## src/rtl/core/msp_pkg.sv

```systemverilog
`timescale 1ns / 1ps

package msp_pkg;

    // Fixed widths of the stream fields, the configuration registers and their index.
    localparam int SPEED_W  = 16;
    localparam int GAIN_W   = 10;
    localparam int SMAX_W   = 15;
    localparam int SENS_W   = 8;
    localparam int CFG_W    = 16;
    localparam int CFG_IDX_W = 3;

    // Launch hysteresis thresholds on the speed error.
    localparam int LAUNCH_ON  = 15;
    localparam int LAUNCH_OFF = 5;

    typedef enum logic [CFG_IDX_W-1:0] {
        REG_FF    = 3'd0,
        REG_KP    = 3'd1,
        REG_KI    = 3'd2,
        REG_KD    = 3'd3,
        REG_SMAX  = 3'd4,
        REG_DRUN  = 3'd5,
        REG_DREST = 3'd6,
        REG_SENS  = 3'd7
    } msp_reg_t;

    typedef enum logic [3:0] {
        ST_IDLE,
        ST_EVAL,
        ST_MUL1,
        ST_MUL2,
        ST_MUL3,
        ST_INTEG,
        ST_SCALE,
        ST_DIV,
        ST_OUT
    } msp_state_t;

    typedef struct packed {
        logic load_in;
        logic eval;
        logic mul_base;
        logic mul_prop;
        logic mul_deriv;
        logic add_integ;
        logic div_start;
        logic finish;
        logic out_load;
    } msp_cmd_t;

    typedef struct packed {
        logic launch;
        logic div_busy;
        logic out_free;
    } msp_status_t;

endpackage

```

## src/rtl/core/msp_div.sv

```systemverilog
`timescale 1ns / 1ps

module msp_div #(
    parameter int DVW = 27,
    parameter int DSW = 15
) (
    input  logic                  clk,
    input  logic                  rst_n,
    input  logic                  start,
    input  logic signed [DVW-1:0] dividend,
    input  logic [DSW-1:0]        divisor,
    output logic                  busy,
    output logic signed [DVW-1:0] quotient
);

    // Two restoring steps per cycle on the magnitude, sign applied at the end.
    localparam int STEPS = (DVW + 1) / 2;
    localparam int QW    = 2 * STEPS;
    localparam int CW    = $clog2(STEPS);

    logic [QW-1:0]  quo_reg;
    logic [QW-1:0]  quo_next;
    logic [DSW-1:0] rem_reg;
    logic [DSW-1:0] rem_next;
    logic [DSW-1:0] dsr_reg;
    logic [CW-1:0]  cnt_reg;
    logic           neg_reg;
    logic           busy_reg;
    logic [DVW-1:0] mag_in;
    logic [DVW-1:0] quo_trim;

    assign mag_in = dividend[DVW-1] ? (~dividend + 1'b1) : dividend;

    always_comb
    begin
        logic [DSW:0]   sh;
        logic [DSW-1:0] r;
        logic [QW-1:0]  q;
        r = rem_reg;
        q = quo_reg;
        for (int k = 0; k < 2; k++)
        begin
            sh = {r, q[QW-1]};
            q  = {q[QW-2:0], 1'b0};
            if (sh >= {1'b0, dsr_reg})
            begin
                sh   = sh - {1'b0, dsr_reg};
                q[0] = 1'b1;
            end
            r = sh[DSW-1:0];
        end
        rem_next = r;
        quo_next = q;
    end

    always_ff @(posedge clk or negedge rst_n)
    begin
        if (!rst_n)
        begin
            busy_reg <= 1'b0;
            cnt_reg  <= '0;
        end
        else if (start)
        begin
            busy_reg <= 1'b1;
            cnt_reg  <= '0;
        end
        else if (busy_reg)
        begin
            cnt_reg <= cnt_reg + 1'b1;
            if (cnt_reg == CW'(STEPS - 1))
            begin
                busy_reg <= 1'b0;
            end
        end
    end

    always_ff @(posedge clk)
    begin
        if (start)
        begin
            quo_reg <= QW'(mag_in);
            rem_reg <= '0;
            dsr_reg <= divisor;
            neg_reg <= dividend[DVW-1];
        end
        else if (busy_reg)
        begin
            quo_reg <= quo_next;
            rem_reg <= rem_next;
        end
    end

    assign quo_trim = quo_reg[DVW-1:0];
    assign quotient = neg_reg ? -$signed(quo_trim) : $signed(quo_trim);
    assign busy     = busy_reg;

    a_busy_ends: assert property (@(posedge clk) disable iff (!rst_n)
        (busy_reg && !start && cnt_reg == CW'(STEPS - 1)) |=> !busy_reg)
        else $error("divider did not finish after its last step");

    a_start_busy: assert property (@(posedge clk) disable iff (!rst_n)
        start |=> (busy_reg && cnt_reg == '0))
        else $error("divider did not begin after start");

    a_cnt_idle: assert property (@(posedge clk) disable iff (!rst_n)
        (!busy_reg && !start) |=> !busy_reg)
        else $error("divider became busy without start");

endmodule

```

## src/rtl/core/msp_datapath.sv

```systemverilog
`timescale 1ns / 1ps

module msp_datapath #(
    parameter int VALUE_WIDTH = 16
) (
    input  logic                   clk,
    input  logic                   rst_n,
    input  msp_pkg::msp_cmd_t      cmd,
    output msp_pkg::msp_status_t   status,
    input  logic [31:0]            in_data,
    input  logic                   cfg_we,
    input  logic [2:0]             cfg_index,
    input  logic [15:0]            cfg_wdata,
    output logic                   out_valid,
    input  logic                   out_ready,
    output logic [15:0]            out_data
);

    import msp_pkg::*;

    localparam int W   = VALUE_WIDTH;
    localparam int EW  = (W > SPEED_W) ? W : SPEED_W;
    localparam int AW  = W + GAIN_W;
    localparam int DVW = W + GAIN_W + 1;

    // The integral product is divided by 100 through a multiplication with a
    // rounded-up reciprocal; the shift keeps the error below one quotient step.
    localparam int RW = AW + 1;
    localparam int LW = (AW + 1) / 2;
    localparam int HW = AW - LW;
    localparam int SH = AW + 7;
    localparam logic [63:0]   RECIP_WIDE = ((64'd1 << SH) + 64'd99) / 64'd100;
    localparam logic [RW-1:0] RECIP      = RW'(RECIP_WIDE);

    // Configuration registers.
    logic [GAIN_W-1:0]         ff_reg;
    logic [GAIN_W-1:0]         kp_reg;
    logic [GAIN_W-1:0]         ki_reg;
    logic [GAIN_W-1:0]         kd_reg;
    logic [SMAX_W-1:0]         smax_reg;
    logic signed [SPEED_W-1:0] drun_reg;
    logic signed [SPEED_W-1:0] drest_reg;
    logic [SENS_W-1:0]         sens_reg;

    // Controller state kept across words.
    logic                      launch_reg;
    logic                      launch_next;
    logic signed [W-1:0]       sum_reg;
    logic signed [W-1:0]       prev_reg;

    // Per-word working registers.
    logic signed [SPEED_W-1:0] t_reg;
    logic signed [SPEED_W-1:0] m_reg;
    logic signed [W-1:0]       err_reg;
    logic signed [W-1:0]       diff_reg;
    logic signed [W-1:0]       acc_reg;
    logic [AW-1:0]             imag_reg;
    logic                      ineg_reg;
    logic [LW+RW-1:0]          ilo_reg;
    logic [HW+RW-1:0]          ihi_reg;
    logic signed [W-1:0]       iq_reg;
    logic [SPEED_W-1:0]        res_reg;
    logic [SPEED_W-1:0]        out_data_reg;
    logic                      out_valid_reg;

    logic signed [EW-1:0]      t_ext;
    logic signed [EW-1:0]      m_ext;
    logic signed [EW-1:0]      diff_ext;
    logic signed [W-1:0]       err_w;
    logic                      launch_take;
    logic [AW-1:0]             base_prod;
    logic [AW-1:0]             prop_prod;
    logic [AW-1:0]             deriv_prod;
    logic [W-1:0]              sum_abs;
    logic [AW-1:0]             imag_next;
    logic [LW+RW-1:0]          ilo_next;
    logic [HW+RW-1:0]          ihi_next;
    logic [AW+RW-1:0]          iprod;
    logic [W-1:0]              iq_mag;
    logic signed [W-1:0]       iq_next;
    logic signed [DVW-1:0]     acc_x;
    logic signed [DVW-1:0]     scaled;
    logic signed [DVW-1:0]     div_quo;
    logic                      div_busy;
    logic [W-1:0]              q_w;
    logic [W+SENS_W-1:0]       sens_prod;
    logic signed [SPEED_W-1:0] off_sel;
    logic signed [EW-1:0]      off_ext;
    logic signed [W-1:0]       run_w;
    logic signed [EW-1:0]      run_ext;

    assign t_ext    = EW'(t_reg);
    assign m_ext    = EW'(m_reg);
    assign diff_ext = t_ext - m_ext;
    assign err_w    = diff_ext[W-1:0];

    // The launch flag latches on a large error and releases below the lower threshold.
    assign launch_take = launch_reg || (err_w > W'(LAUNCH_ON));
    assign launch_next = launch_take && !(err_w < W'(LAUNCH_OFF));

    assign base_prod  = AW'(t_ext[W-1:0]) * AW'(ff_reg);
    assign prop_prod  = AW'(err_reg) * AW'(kp_reg);
    assign deriv_prod = AW'(diff_reg) * AW'(kd_reg);

    // The integral quotient is formed on magnitudes and truncates toward zero.
    assign sum_abs   = sum_reg[W-1] ? (~sum_reg + 1'b1) : sum_reg;
    assign imag_next = AW'(sum_abs) * AW'(ki_reg);
    assign ilo_next  = (LW+RW)'(imag_reg[LW-1:0]) * (LW+RW)'(RECIP);
    assign ihi_next  = (HW+RW)'(imag_reg[AW-1:LW]) * (HW+RW)'(RECIP);
    assign iprod     = ((AW+RW)'(ihi_reg) << LW) + (AW+RW)'(ilo_reg);
    assign iq_mag    = iprod[SH+W-1:SH];
    assign iq_next   = ineg_reg ? (~iq_mag + 1'b1) : iq_mag;

    assign acc_x  = DVW'(acc_reg);
    assign scaled = (acc_x <<< 6) + (acc_x <<< 5) + (acc_x <<< 2);

    // A zero full-scale setting forces the scaled value to zero.
    assign q_w       = (smax_reg == '0) ? '0 : div_quo[W-1:0];
    assign sens_prod = (W+SENS_W)'(q_w) * (W+SENS_W)'(sens_reg);
    assign off_sel   = (m_reg != '0) ? drun_reg : drest_reg;
    assign off_ext   = EW'(off_sel);
    assign run_w     = off_ext[W-1:0] + sens_prod[W-1:0];
    assign run_ext   = EW'(run_w);

    msp_div #(
        .DVW (DVW),
        .DSW (SMAX_W)
    ) u_div (
        .clk      (clk),
        .rst_n    (rst_n),
        .start    (cmd.div_start),
        .dividend (scaled),
        .divisor  (smax_reg),
        .busy     (div_busy),
        .quotient (div_quo)
    );

    always_ff @(posedge clk or negedge rst_n)
    begin
        if (!rst_n)
        begin
            ff_reg    <= '0;
            kp_reg    <= '0;
            ki_reg    <= '0;
            kd_reg    <= '0;
            smax_reg  <= SMAX_W'(100);
            drun_reg  <= '0;
            drest_reg <= '0;
            sens_reg  <= SENS_W'(1);
        end
        else if (cfg_we)
        begin
            unique case (msp_reg_t'(cfg_index))
                REG_FF:    ff_reg    <= cfg_wdata[GAIN_W-1:0];
                REG_KP:    kp_reg    <= cfg_wdata[GAIN_W-1:0];
                REG_KI:    ki_reg    <= cfg_wdata[GAIN_W-1:0];
                REG_KD:    kd_reg    <= cfg_wdata[GAIN_W-1:0];
                REG_SMAX:  smax_reg  <= cfg_wdata[SMAX_W-1:0];
                REG_DRUN:  drun_reg  <= cfg_wdata;
                REG_DREST: drest_reg <= cfg_wdata;
                REG_SENS:  sens_reg  <= cfg_wdata[SENS_W-1:0];
                default:   ff_reg    <= ff_reg;
            endcase
        end
    end

    always_ff @(posedge clk or negedge rst_n)
    begin
        if (!rst_n)
        begin
            launch_reg    <= 1'b0;
            sum_reg       <= '0;
            prev_reg      <= '0;
            out_valid_reg <= 1'b0;
        end
        else
        begin
            if (cmd.eval)
            begin
                launch_reg <= launch_next;
            end
            if (cmd.add_integ)
            begin
                sum_reg  <= sum_reg + err_reg;
                prev_reg <= err_reg;
            end
            if (cmd.out_load)
            begin
                out_valid_reg <= 1'b1;
            end
            else if (out_ready)
            begin
                out_valid_reg <= 1'b0;
            end
        end
    end

    always_ff @(posedge clk)
    begin
        if (cmd.load_in)
        begin
            t_reg <= in_data[15:0];
            m_reg <= in_data[31:16];
        end
        if (cmd.eval)
        begin
            err_reg <= err_w;
            if (launch_take)
            begin
                res_reg <= {1'b0, smax_reg};
            end
        end
        if (cmd.mul_base)
        begin
            acc_reg  <= base_prod[W-1:0];
            diff_reg <= err_reg - prev_reg;
            imag_reg <= imag_next;
            ineg_reg <= sum_reg[W-1];
        end
        if (cmd.mul_prop)
        begin
            acc_reg <= acc_reg + prop_prod[W-1:0];
            ilo_reg <= ilo_next;
            ihi_reg <= ihi_next;
        end
        if (cmd.mul_deriv)
        begin
            acc_reg <= acc_reg + deriv_prod[W-1:0];
            iq_reg  <= iq_next;
        end
        if (cmd.add_integ)
        begin
            acc_reg <= acc_reg + iq_reg;
        end
        if (cmd.finish)
        begin
            res_reg <= run_ext[SPEED_W-1:0];
        end
        if (cmd.out_load)
        begin
            out_data_reg <= res_reg;
        end
    end

    assign status.launch   = launch_take;
    assign status.div_busy = div_busy;
    assign status.out_free = !out_valid_reg || out_ready;
    assign out_valid       = out_valid_reg;
    assign out_data        = out_data_reg;

endmodule

```

## src/rtl/core/msp_ctrl.sv

```systemverilog
`timescale 1ns / 1ps

module msp_ctrl (
    input  logic                 clk,
    input  logic                 rst_n,
    input  logic                 in_valid,
    output logic                 in_ready,
    input  msp_pkg::msp_status_t status,
    output msp_pkg::msp_cmd_t    cmd
);

    import msp_pkg::*;

    msp_state_t state_reg;
    msp_state_t state_next;

    always_ff @(posedge clk or negedge rst_n)
    begin
        if (!rst_n)
        begin
            state_reg <= ST_IDLE;
        end
        else
        begin
            state_reg <= state_next;
        end
    end

    always_comb
    begin
        state_next = state_reg;
        unique case (state_reg)
            ST_IDLE:
            begin
                if (in_valid)
                begin
                    state_next = ST_EVAL;
                end
            end
            ST_EVAL:  state_next = status.launch ? ST_OUT : ST_MUL1;
            ST_MUL1:  state_next = ST_MUL2;
            ST_MUL2:  state_next = ST_MUL3;
            ST_MUL3:  state_next = ST_INTEG;
            ST_INTEG: state_next = ST_SCALE;
            ST_SCALE: state_next = ST_DIV;
            ST_DIV:
            begin
                if (!status.div_busy)
                begin
                    state_next = ST_OUT;
                end
            end
            ST_OUT:
            begin
                if (status.out_free)
                begin
                    state_next = ST_IDLE;
                end
            end
            default:  state_next = ST_IDLE;
        endcase
    end

    always_comb
    begin
        cmd      = '0;
        in_ready = 1'b0;
        unique case (state_reg)
            ST_IDLE:
            begin
                in_ready    = 1'b1;
                cmd.load_in = in_valid;
            end
            ST_EVAL:  cmd.eval = 1'b1;
            ST_MUL1:  cmd.mul_base = 1'b1;
            ST_MUL2:  cmd.mul_prop = 1'b1;
            ST_MUL3:  cmd.mul_deriv = 1'b1;
            ST_INTEG: cmd.add_integ = 1'b1;
            ST_SCALE: cmd.div_start = 1'b1;
            ST_DIV:   cmd.finish = !status.div_busy;
            ST_OUT:   cmd.out_load = status.out_free;
            default:  cmd = '0;
        endcase
    end

    a_start_free: assert property (@(posedge clk) disable iff (!rst_n)
        cmd.div_start |-> !status.div_busy)
        else $error("divide started while the divider was busy");

    a_load_free: assert property (@(posedge clk) disable iff (!rst_n)
        cmd.out_load |-> status.out_free)
        else $error("result loaded over a word not yet taken");

    a_leave_idle: assert property (@(posedge clk) disable iff (!rst_n)
        (in_valid && in_ready) |=> (state_reg == ST_EVAL))
        else $error("accepted word was not taken into evaluation");

endmodule

```

## src/rtl/core/motor_speed_pid_with_launch.sv

```systemverilog
`timescale 1ns / 1ps

// PID speed controller with feedforward and a launch mode.
// Input stream: one word per control tick, carrying target and measured speed.
// Output stream: one drive word per input word, in order.
// Configuration: write cfg_wdata to register cfg_index while cfg_we is high;
// the user must change gains, full-scale speed, dead-band offsets and output
// sensitivity only while no word is in flight; the block does not enforce it.
// One word is processed at a time. A word in launch mode goes from evaluation
// straight to the output state and reaches the output register before the
// next word is accepted. A regular word passes the multiply, integral and
// scale states and then waits on the serial divider, two quotient bits per
// cycle, which scales the output by the full-scale speed; it reaches the
// output register before the next word can be accepted. The integral division
// by 100 is a reciprocal multiplication spread over the states MUL1 to MUL3.
// The finished drive word sits in an output register, so the next input word
// is accepted while it waits; if the receiver stalls, the following word
// holds in the last state until the output register frees.
// Reset clears the launch flag, the error sum and the previous error, and
// loads the configuration registers with their defaults.
module motor_speed_pid_with_launch #(
    parameter int VALUE_WIDTH = 16
) (
    input  logic        clk,
    input  logic        rst_n,
    input  logic        s_axis_tvalid,
    output logic        s_axis_tready,
    input  logic [31:0] s_axis_tdata,   // [15:0] target_speed, [31:16] measured_speed
    output logic        m_axis_tvalid,
    input  logic        m_axis_tready,
    output logic [15:0] m_axis_tdata,   // [15:0] drive
    input  logic        cfg_we,
    input  logic [2:0]  cfg_index,
    input  logic [15:0] cfg_wdata
);

    import msp_pkg::*;

    msp_cmd_t    cmd;
    msp_status_t status;

    msp_ctrl u_ctrl (
        .clk      (clk),
        .rst_n    (rst_n),
        .in_valid (s_axis_tvalid),
        .in_ready (s_axis_tready),
        .status   (status),
        .cmd      (cmd)
    );

    msp_datapath #(
        .VALUE_WIDTH (VALUE_WIDTH)
    ) u_datapath (
        .clk       (clk),
        .rst_n     (rst_n),
        .cmd       (cmd),
        .status    (status),
        .in_data   (s_axis_tdata),
        .cfg_we    (cfg_we),
        .cfg_index (cfg_index),
        .cfg_wdata (cfg_wdata),
        .out_valid (m_axis_tvalid),
        .out_ready (m_axis_tready),
        .out_data  (m_axis_tdata)
    );

endmodule

```

## config.mk

```make
export PLATFORM = sky130hd
export DESIGN_NAME = motor_speed_pid_with_launch
export DESIGN_NICKNAME = d
export VERILOG_FILES = /design/src/rtl/core/msp_pkg.sv /design/src/rtl/core/msp_div.sv /design/src/rtl/core/msp_datapath.sv /design/src/rtl/core/msp_ctrl.sv /design/src/rtl/core/motor_speed_pid_with_launch.sv
export SDC_FILE = /design/constraint.sdc
export NUM_CORES = 2
export LEC_CHECK = 0
export ABC_AREA = 1
export BUFFER_PORTS_ARGS = -buffer_cell sky130_fd_sc_hd__buf_2
export CAP_MARGIN = 20
export CORE_MARGIN = 4
export CORE_UTILIZATION = 55
export CTS_BUF_LIST = sky130_fd_sc_hd__clkbuf_16
export DETAILED_ROUTE_END_ITERATION = 8
export PLACE_DENSITY = 0.71
export SLEW_MARGIN = 10
export SYNTH_ARGS = -nofsm -noshare
export SYNTH_HDL_FRONTEND = slang
export SYNTH_HIERARCHICAL = 1
export SYNTH_SLANG_ARGS = --single-unit
```

## constraint.sdc

```tcl
create_clock -name clk -period 8 [get_ports clk]
set_clock_uncertainty 0.05 [all_clocks]
set_input_delay 0.4 -clock clk [delete_from_list [all_inputs] [get_ports clk]]
set_output_delay 0.4 -clock clk [all_outputs]
set_load 0.01 [all_outputs]
```

==> impl_metrics.ini <==
[floorplanning]
placeableCoreArea_mm2 = 0.0971
design.die.area_mm2 = 0.104
die_w_um = 322
floorplan.die.height_um = 322
start_util = 0.558
row_count = 114
top_level_ports = 74

[worst_setup_path]
rr_endpoint = u_datapath/imag_reg[25]
path_class = flop to flop
crit_path_max_fanout = 13
ff2ff_path_depth = 24
arrival_ns = 7.39
regToRegStartpoint = u_datapath/sum_reg[0]
endpoint_kind = flop
timing.critical_path.from_type = flop
worst-r2r-setup-slack_ns = 0.92
critPathRequiredTime_ns = 8.31

[grt]
first_global_vias = 43586
grt_overflow_total = 0
grt_first_pass_wirelength_um = 233000
track_usage = 0.286
pin_count_of_the_biggest_net_entering_global_routing = 82
grt_antenna_before_repair = 9

[routing]
routed_wire_length_per_instance_um = 18.1
wirelength_um = 147000
route.detailed.drc = 0
detailedRoute.firstPassIterationCount = 7
first_iter_violations = 3248
vias = 43488
final_antenna_net_count = 0
routed_via_density = 5.36

[cts]
cts_tree = yes
clkLatencyLatePin_ns = 0.66
clock_sink_count = 413
cts_inserted_buffers = 50
h_tree_level_count = 2
cts-root-buf = sky130_fd_sc_hd__clkbuf_16
postCtsSetupBuffers = 0
ctsLongestPathBuffers = 3
clkTransAtPathRegs_ns = 0.06

[hold_path]
holdPathStages = 3
hold_path.class = primary input to flop
hold-path-endpoint = u_datapath/smax_reg[10]
holdCritStartpoint = cfg_wdata[10]

[timing]
fmax_mhz = 141
hold_viol = 0
grt_setup_unrepaired = no
worst_max_slew_pin_slew_ns = 1.13
setup_viol = 0
period_minus_slack_ns = 7.08
sum_of_negative_setup_slack_ns = 0
slew_headroom = 0.243
drv_slew = 0
final_min_period_over_clock_period = 0.885

[synthesis]
yosysWarningCount = 6
synth.cell_area_mm2 = 0.0542
synth_cells = 6773
synth_area_per_cell_um2 = 8.00

[run_status]
outcome = complete, no violations

[placement]
globalplace.congestion = 0.952
dpl.hpwl_um = 119000
number_of_port_buffers = 73

[finish]
largest_reg_flops = 35
post_route_cells_drive_above_1_share = 0.0477
nNetsFinal = 8040
area_growth_syn_to_layout_pct = 6.60

[job]
drv.max_cap_violation_count = 0
per-layer routing:
metal	wire (um)	GRT usage
met5	7	0
met4	4970	0.0897
met3	10500	0.0417
met2	69900	0.486
met1	61400	0.381
worst max-delay path, cell delays in order, from the launching register on:
cell,delay [ns]
sky130_fd_sc_hd__dfrtp_1,0.54
sky130_fd_sc_hd__nor3_1,0.43
sky130_fd_sc_hd__nand2_1,0.17
sky130_fd_sc_hd__nor3_2,0.14
sky130_fd_sc_hd__inv_2,0.06
sky130_fd_sc_hd__nand2_1,0.07
sky130_fd_sc_hd__xor2_1,0.74
sky130_fd_sc_hd__nand2_1,0.17
sky130_fd_sc_hd__fa_1,0.55
sky130_fd_sc_hd__inv_1,0.06
sky130_fd_sc_hd__fa_1,0.56
sky130_fd_sc_hd__fa_1,0.44
sky130_fd_sc_hd__fa_1,0.49
sky130_fd_sc_hd__inv_1,0.05
sky130_fd_sc_hd__fa_1,0.47
sky130_fd_sc_hd__inv_1,0.04
sky130_fd_sc_hd__ha_1,0.34
sky130_fd_sc_hd__nand2_1,0.08
sky130_fd_sc_hd__nor2_1,0.18
sky130_fd_sc_hd__nand4_1,0.10
sky130_fd_sc_hd__o21ai_1,0.29
sky130_fd_sc_hd__a21boi_1,0.18
sky130_fd_sc_hd__o21ai_1,0.32
sky130_fd_sc_hd__a21oi_1,0.14
sky130_fd_sc_hd__xor2_1,0.16
how the worst max path moves through the flow:
stage / startpoint / to / slack, ns
2_1_floorplan: u_datapath/sum_reg[1] / u_datapath/imag_reg[23] / 2.09
3_3_place_gp: u_datapath/sum_reg[0] / u_datapath/imag_reg[25] / 1.19
3_5_place_dp: u_datapath/sum_reg[0] / u_datapath/imag_reg[25] / 1.08
4_1_cts: u_datapath/sum_reg[0] / u_datapath/imag_reg[25] / 1.03
5_1_grt: u_datapath/sum_reg[0] / u_datapath/imag_reg[25] / 0.47
6_report: u_datapath/sum_reg[0] / u_datapath/imag_reg[25] / 0.92
placed cells by master (no fill, tap or decap), types with 17 or more instances in the layout:
master	instances
sky130_fd_sc_hd__nand2_1	1715
sky130_fd_sc_hd__inv_1	1481
sky130_fd_sc_hd__fa_1	624
sky130_fd_sc_hd__ha_1	564
sky130_fd_sc_hd__nor2_1	365
sky130_fd_sc_hd__o21ai_0	284
sky130_fd_sc_hd__nand3_1	264
sky130_fd_sc_hd__edfxtp_1	259
sky130_fd_sc_hd__a21oi_1	254
sky130_fd_sc_hd__xor2_1	152
sky130_fd_sc_hd__dfrtp_1	134
sky130_fd_sc_hd__xnor2_1	78
sky130_fd_sc_hd__buf_2	72
sky130_fd_sc_hd__clkbuf_16	51
sky130_fd_sc_hd__dlygate4sd3_1	41
sky130_fd_sc_hd__nand4_1	37
sky130_fd_sc_hd__nand2_2	35
sky130_fd_sc_hd__nor3_1	35
sky130_fd_sc_hd__inv_2	27
sky130_fd_sc_hd__nand3b_1	26
sky130_fd_sc_hd__a31oi_1	22
sky130_fd_sc_hd__o21ai_1	21
sky130_fd_sc_hd__nand3_2	20
sky130_fd_sc_hd__a21o_1	17
cell type report:
type | count | area, um^2
antenna | 2 | 5.00
multi-input combinational | 4694 | 36300
clock buffer | 51 | 1280
sequential | 413 | 11600
timing repair buffer | 130 | 942
fill | 8748 | 39400
clock inverter | 43 | 388
inverter | 1507 | 5660
tap | 1276 | 1600
repair_timing:
action,in CTS,in global routing
hold endpoints to repair,122,0
hold buffers,41,0
resized for setup,0,0
metrics by stage:
step                      setup slack, ns  hold WS, ns  cells  instance area (um^2)  utilization
after global placement               1.19        0.352   7976                 55600        0.572
after global routing                0.467       0.0392   8114                 57700        0.594
after floorplan                      2.09       0.0544   6774                 54200            -
after CTS                            1.03     0.000420   8111                 57700        0.594
final                               0.918       0.0461   8116                 57700        0.594
after detailed placement             1.08        0.357   7976                 55600        0.572
Power is not shown: default switching activity piles up to over one toggle a cycle in this logic, so the estimate is an artifact.
